==> src/hdl/shist_pkg.sv <==
// Shared types and constants of the sample histogram block.
// No dependencies; compile before every other file of the block.
package shist_pkg;

    localparam int MAX_SAMPLE_BITS = 16;
    localparam int COUNT_BITS      = 32;
    localparam int NARROW_BITS     = 8;
    localparam int ADDR_W          = MAX_SAMPLE_BITS;
    localparam int VALUE_W         = 16;
    localparam int OUT_COUNT_W     = 32;
    localparam int MODE_W          = 2;
    localparam int STATUS_W        = 2;
    localparam int PADDR_W         = 3;
    localparam int PDATA_W         = 32;
    localparam int REG_IDX_W       = PADDR_W - 2;

    localparam logic [MODE_W-1:0] MODE_ADD   = MODE_W'(0);
    localparam logic [MODE_W-1:0] MODE_READ  = MODE_W'(1);
    localparam logic [MODE_W-1:0] MODE_CLEAR = MODE_W'(2);

    localparam logic [STATUS_W-1:0] STATUS_OK    = STATUS_W'(0);
    localparam logic [STATUS_W-1:0] STATUS_RANGE = STATUS_W'(1);
    localparam logic [STATUS_W-1:0] STATUS_SAT   = STATUS_W'(2);

    localparam logic [REG_IDX_W-1:0] REG_WIDE_SAMPLES = REG_IDX_W'(0);

    localparam logic [COUNT_BITS-1:0] COUNT_MAX = '1;

    typedef enum logic [1:0] {
        ST_CLEAR,
        ST_IDLE,
        ST_EXEC,
        ST_REPLY
    } state_t;

    typedef struct packed {
        logic capture;
        logic exec;
        logic clr_en;
        logic clr_reply;
    } cmd_t;

    typedef struct packed {
        logic clr_last;
        logic out_blocked;
    } sts_t;

endpackage

==> src/hdl/shist_ctrl.sv <==
// Controller of the sample histogram: sequences clear sweeps, item fetch
// and execution. Depends on shist_pkg.
module shist_ctrl (
    input  logic                         clk,
    input  logic                         rst_n,
    input  logic                         in_valid,
    input  logic [shist_pkg::MODE_W-1:0] in_mode,
    output logic                         in_ready,
    input  shist_pkg::sts_t              sts,
    output shist_pkg::cmd_t              cmd
);
    import shist_pkg::*;

    state_t state_reg;
    state_t state_next;
    logic   reply_reg;
    logic   reply_next;
    logic   capture;

    assign in_ready = (state_reg == ST_IDLE);
    assign capture  = in_valid && in_ready;

    always_comb
    begin
        state_next = state_reg;
        reply_next = reply_reg;
        unique case (state_reg)
            ST_CLEAR:
            begin
                if (sts.clr_last)
                begin
                    state_next = reply_reg ? ST_REPLY : ST_IDLE;
                end
            end
            ST_IDLE:
            begin
                if (capture)
                begin
                    if (in_mode == MODE_CLEAR)
                    begin
                        state_next = ST_CLEAR;
                        reply_next = 1'b1;
                    end
                    else
                    begin
                        state_next = ST_EXEC;
                    end
                end
            end
            ST_EXEC:
            begin
                if (!sts.out_blocked)
                begin
                    state_next = ST_IDLE;
                end
            end
            ST_REPLY:
            begin
                if (!sts.out_blocked)
                begin
                    state_next = ST_IDLE;
                    reply_next = 1'b0;
                end
            end
            default:
            begin
                state_next = ST_IDLE;
            end
        endcase
    end

    always_comb
    begin
        cmd.capture   = capture;
        cmd.exec      = (state_reg == ST_EXEC) && !sts.out_blocked;
        cmd.clr_en    = (state_reg == ST_CLEAR);
        cmd.clr_reply = (state_reg == ST_REPLY) && !sts.out_blocked;
    end

    always_ff @(posedge clk or negedge rst_n)
    begin
        if (!rst_n)
        begin
            state_reg <= ST_CLEAR;
            reply_reg <= 1'b0;
        end
        else
        begin
            state_reg <= state_next;
            reply_reg <= reply_next;
        end
    end

`ifndef SYNTHESIS
    // A clear item starts a sweep in the very next cycle.
    a_clear_starts: assert property (@(posedge clk) disable iff (!rst_n)
        (capture && (in_mode == MODE_CLEAR)) |=> (state_reg == ST_CLEAR))
        else $error("clear item did not start a sweep");

    // The memory write port never sees a sweep write and a write-back together.
    a_one_writer: assert property (@(posedge clk) disable iff (!rst_n)
        !(cmd.exec && cmd.clr_en))
        else $error("sweep and write-back collide");

    // The sweep ends after the last bin.
    a_sweep_ends: assert property (@(posedge clk) disable iff (!rst_n)
        (cmd.clr_en && sts.clr_last) |=> (state_reg != ST_CLEAR))
        else $error("sweep did not end at the last bin");

    // A result is never loaded over one that is still waiting.
    a_no_overwrite: assert property (@(posedge clk) disable iff (!rst_n)
        (cmd.exec || cmd.clr_reply) |-> !sts.out_blocked)
        else $error("result register overwritten");
`endif
endmodule
==> config.mk <==
export PLATFORM = sky130hd
export DESIGN_NAME = shist_ctrl
export DESIGN_NICKNAME = d
export VERILOG_FILES = /design/src/hdl/shist_pkg.sv /design/src/hdl/shist_ctrl.sv
export SDC_FILE = /design/constraint.sdc
export NUM_CORES = 1
export LEC_CHECK = 0
export ABC_AREA = 1
export BUFFER_PORTS_ARGS = -buffer_cell sky130_fd_sc_hd__buf_4
export CAP_MARGIN = 20
export CORE_AREA = 5 5 42 44
export CTS_BUF_LIST = sky130_fd_sc_hd__clkbuf_2 sky130_fd_sc_hd__clkbuf_4 sky130_fd_sc_hd__clkbuf_8
export DETAILED_ROUTE_END_ITERATION = 12
export DIE_AREA = 0 0 47 49
export GPL_ROUTABILITY_DRIVEN = 0
export PLACE_DENSITY = 0.47
export SETUP_SLACK_MARGIN = 0.1
export SYNTH_ARGS = -nofsm -noshare
export SYNTH_HDL_FRONTEND = slang
export SYNTH_SLANG_ARGS = --single-unit
==> constraint.sdc <==
create_clock -name clk -period 2.1 [get_ports clk]
set_input_delay 0.42 -clock clk [delete_from_list [all_inputs] [get_ports clk]]
set_output_delay 0.42 -clock clk [all_outputs]
set_load 0.005 [all_outputs]
# [Yosys cells after proc, flatten, opt, wreduce, memory -nomap -nowiden]
# Cells that the tools add are included.
[word_totals] ff_bits=3 in_bits=7 output_inout_bits=5 elab_cells=30
[op_classes] eq_ne=9 mux=10 reduce_logical=9
[op_table] op="$mux 2" n=5
[op_table] op="$eq 2x2->1 const B" n=3
[op_table] op="$ne 2x2->1 const B" n=3
[op_table] op="$pmux 2 s3" n=1
[op_table] op="$ne 2x1->1 const B" n=2
[op_table] op="$reduce_and 4->1" n=1
[op_table] op="$logic_and 1x1->1" n=3
[op_table] op="$mux 1" n=3
[op_table] op="$reduce_and 3->1" n=1
[op_table] op="$eq 2x1->1 const B" n=1
[op_table] op="$logic_not 2->1" n=1
[op_table] op="$pmux 1 s2" n=1
[op_table] op="$reduce_bool 2->1" n=1
[op_table] op="$reduce_or 2->1" n=1
[op_table] op="$logic_not 1->1" n=1

# [Logic depth before layout (Yosys ltp)]
[logic_depth] word_depth=4 ltp_mapped=6 ltp_nobuf=6

# [Worst setup path before layout]
# No wires, ideal clock.
[synth_timing] kind="reg2out" from="reg state_reg[1]" to="out cmd[3] (netlist bit)" arrival_ns=0.735 required_time_ns=1.680 setup_slack_ns=0.945 path_stages_with_launch=5 path_buffers=1 cell_sequence="dfrtp_1 inv_2 nand3_1 inv_1 buf_4"
[synth_between] elab_chain_cells=2
[synth_lines] element="start: declaration" line_no="shist_ctrl.sv:14" rtl="state_t state_reg;"
[synth_lines] element="start signal: assignment" line_no="shist_ctrl.sv:89" rtl="state_reg <= state_next;"
[synth_lines] element="$eq 2x1->1" line_no="shist_ctrl.sv:20" rtl="assign in_ready = (state_reg == ST_IDLE);"
[synth_lines] element="$logic_and 1x1->1" line_no="shist_ctrl.sv:21" rtl="assign capture = in_valid && in_ready;"
[synth_lines] element="end: declaration" line_no="shist_ctrl.sv:10" rtl="output shist_pkg::cmd_t cmd"
# No other way between the ends.

==> metrics.txt <==
first-pass GRT wire length=862 um; Starting Density=0.158; CP max FO=5; GRT Total Usage=0.0522; crit end category=primary output; total grt overflow=0; Req. time, crit path=1.68 ns; top-level I/O count=12; initial antenna violation count=0; CTS tree=built; post-layout min period=1.47 ns; Routed Antenna Nets=0; pins over their slew limit=0; port bufs=11; Max Root-Sink Buffers=2; Max-slew headroom=0.840; P per Cell Area=1230 mW/mm^2; clock root cell=clkbuf_4; TNS Setup=0 ns; unique cell type count in the Yosys netlist=10; Post-DP HPWL=447 um; Buf+Inv Stages, Crit Path=1; ratio of cells with drive above 1 in the final layout=0.420; Syn Inst Count=35; largest net degree at the start of global routing=8; Worst Skew=0.000893 ns; critical path, cell by cell=nand2_2 -> nor2_1 -> buf_4; final WL=515 um; flop2flop setup slack=1.08 ns; unrepaired setup endpoints after global routing=false; maximum vdd drop=0.000436 V; Avg Cell Area, Syn=6.33 um^2; Synth Register Bits=3; Clk pin slew, worst setup/hold paths=0.04 ns; post-detailed-route DRC marker count=0; CTS Buf Count=3; Critical Path Start Type=flip-flop; max FFs per register=2; Syn Std Cell Area=221 um^2; First-pass DRT Iterations=2; Tightest Pin Transition=0.240 ns; die area=0.00230 mm^2; Via Count=241; post-synthesis sequential area ratio=0.339; CP Class=reg -> out; Final period util=0.698; Layout area overhead=61.0%; Fillers=170; hold slack=0.408 ns; leakage power=0.216 nW; Total Power=0.438 mW; Critical-path top delay cell=dfrtp_1; cell row count=14; commonest non-fill, non-tap cell in the layout=nand2_1; final setup fails=0; commonest non-fill, non-tap cells in the layout=12 x nand2_1, 11 x buf_4, 5 x inv_1; status=finished clean; Synthesized Nets=42; Core ar.=0.00140 mm^2; WL/cell=7.80 um; vias in the first global route=226; DR iter-0 viols=1; Nets=58; Critical Path Max Stage Delay=0.46 ns; number of synthesis warnings=0; critical path arrival=1.05 ns; post-CTS resize count=0; HP Class=in -> reg; Sink Count=3; die width=47 um; Vias/cell=3.65; MaxCap Viol Count=0; critical path's top delay family=flip-flops; Max Fclk=0.682 GHz; ANT cells=0; Worst-Skew Late Latency=0.23 ns; Final Hold Vio Count=0; htree depth=1; Die H=49 um
[worst reg2reg max path: cells and delay by family (launching register included)]
kind	cells	cell delay, ns
flops	1	0.45
simple gates	5	0.50
[cells in the mapped netlist]
library cell  count  area, um^2
nand2_2           3        18.8
nand4_1           1        6.26
dfrtp_1           3        75.1
nor2_1            3        11.3
buf_4             1        7.51
nor2_4            1        11.3
inv_2             2        7.51
inv_1             5        18.8
nand2_1          12        45.0
nand3_1           4        20.0
[metrics by stage]
| step | util | cells | setup slack [ns] | instance area, um^2 |
|---|---|---|---|---|
| finish | 0.254 | 66 | 0.633 | 357 |
| CTS | 0.254 | 66 | 0.616 | 357 |
| floorplan | - | 35 | 0.945 | 221 |
| global route | 0.254 | 66 | 0.534 | 357 |
| global placement | 0.226 | 61 | 0.777 | 317 |
| detailed placement | 0.226 | 61 | 0.782 | 317 |
[timing repair]
item / 4_1_cts / 5_1_grt
buffers inserted: 0 / 0
hold buffers: 1 / 0
hold endpoints to repair: 3 / 0
[metal layers]
metal / up-vias / part of all wire / wire length (um) / track usage
met5: - / 0 / 0 / 0
met4: 0 / 0 / 0 / 0.0276
met3: 0 / 0.095 / 49 / 0.0258
met2: 7 / 0.47 / 240 / 0.0747
met1: 99 / 0.44 / 225 / 0.0619
li1: 135 / - / - / -
[logic make-up (layout without fill, tap and decap cells)]
kind of cell | count (synthesis) | in the layout | synth area share
buffers and inverters | 8 | 23 | 0.153
flip-flops | 3 | 3 | 0.339
AND/OR/NAND/NOR | 24 | 24 | 0.508
[final cells by class]
class	instances	area, um^2	area share
Clock buffer	4	30.0	0.0842
Inverter	7	26.3	0.0737
Multi-Input combinational cell	24	113	0.316
Sequential cell	3	75.1	0.211
Tap cell	16	20.0	0.0561
Timing Repair Buffer	12	92.6	0.260
[final timing paths]
kind                                    from  depth (start not counted)           end
max in group asynchronous              rst_n                          2  state_reg[0]
worst min register to register     reply_reg                          2     reply_reg
worst max-delay path            state_reg[1]                          3        cmd[0]
worst min-delay path                  sts[0]                          3  state_reg[1]
min in group asynchronous              rst_n                          2  state_reg[1]
worst max register to register  state_reg[1]                          5  state_reg[0]
[power breakdown]
| group | internal [mW] | leakage, nW | switching (mW) |
|---|---|---|---|
| logic | 0.0978 | 0.160 | 0.109 |
| clock network | 0.0839 | 0.0184 | 0.0276 |
| registers | 0.0828 | 0.0379 | 0.0376 |
No activity file was read; power rests on OpenSTA's default activity.
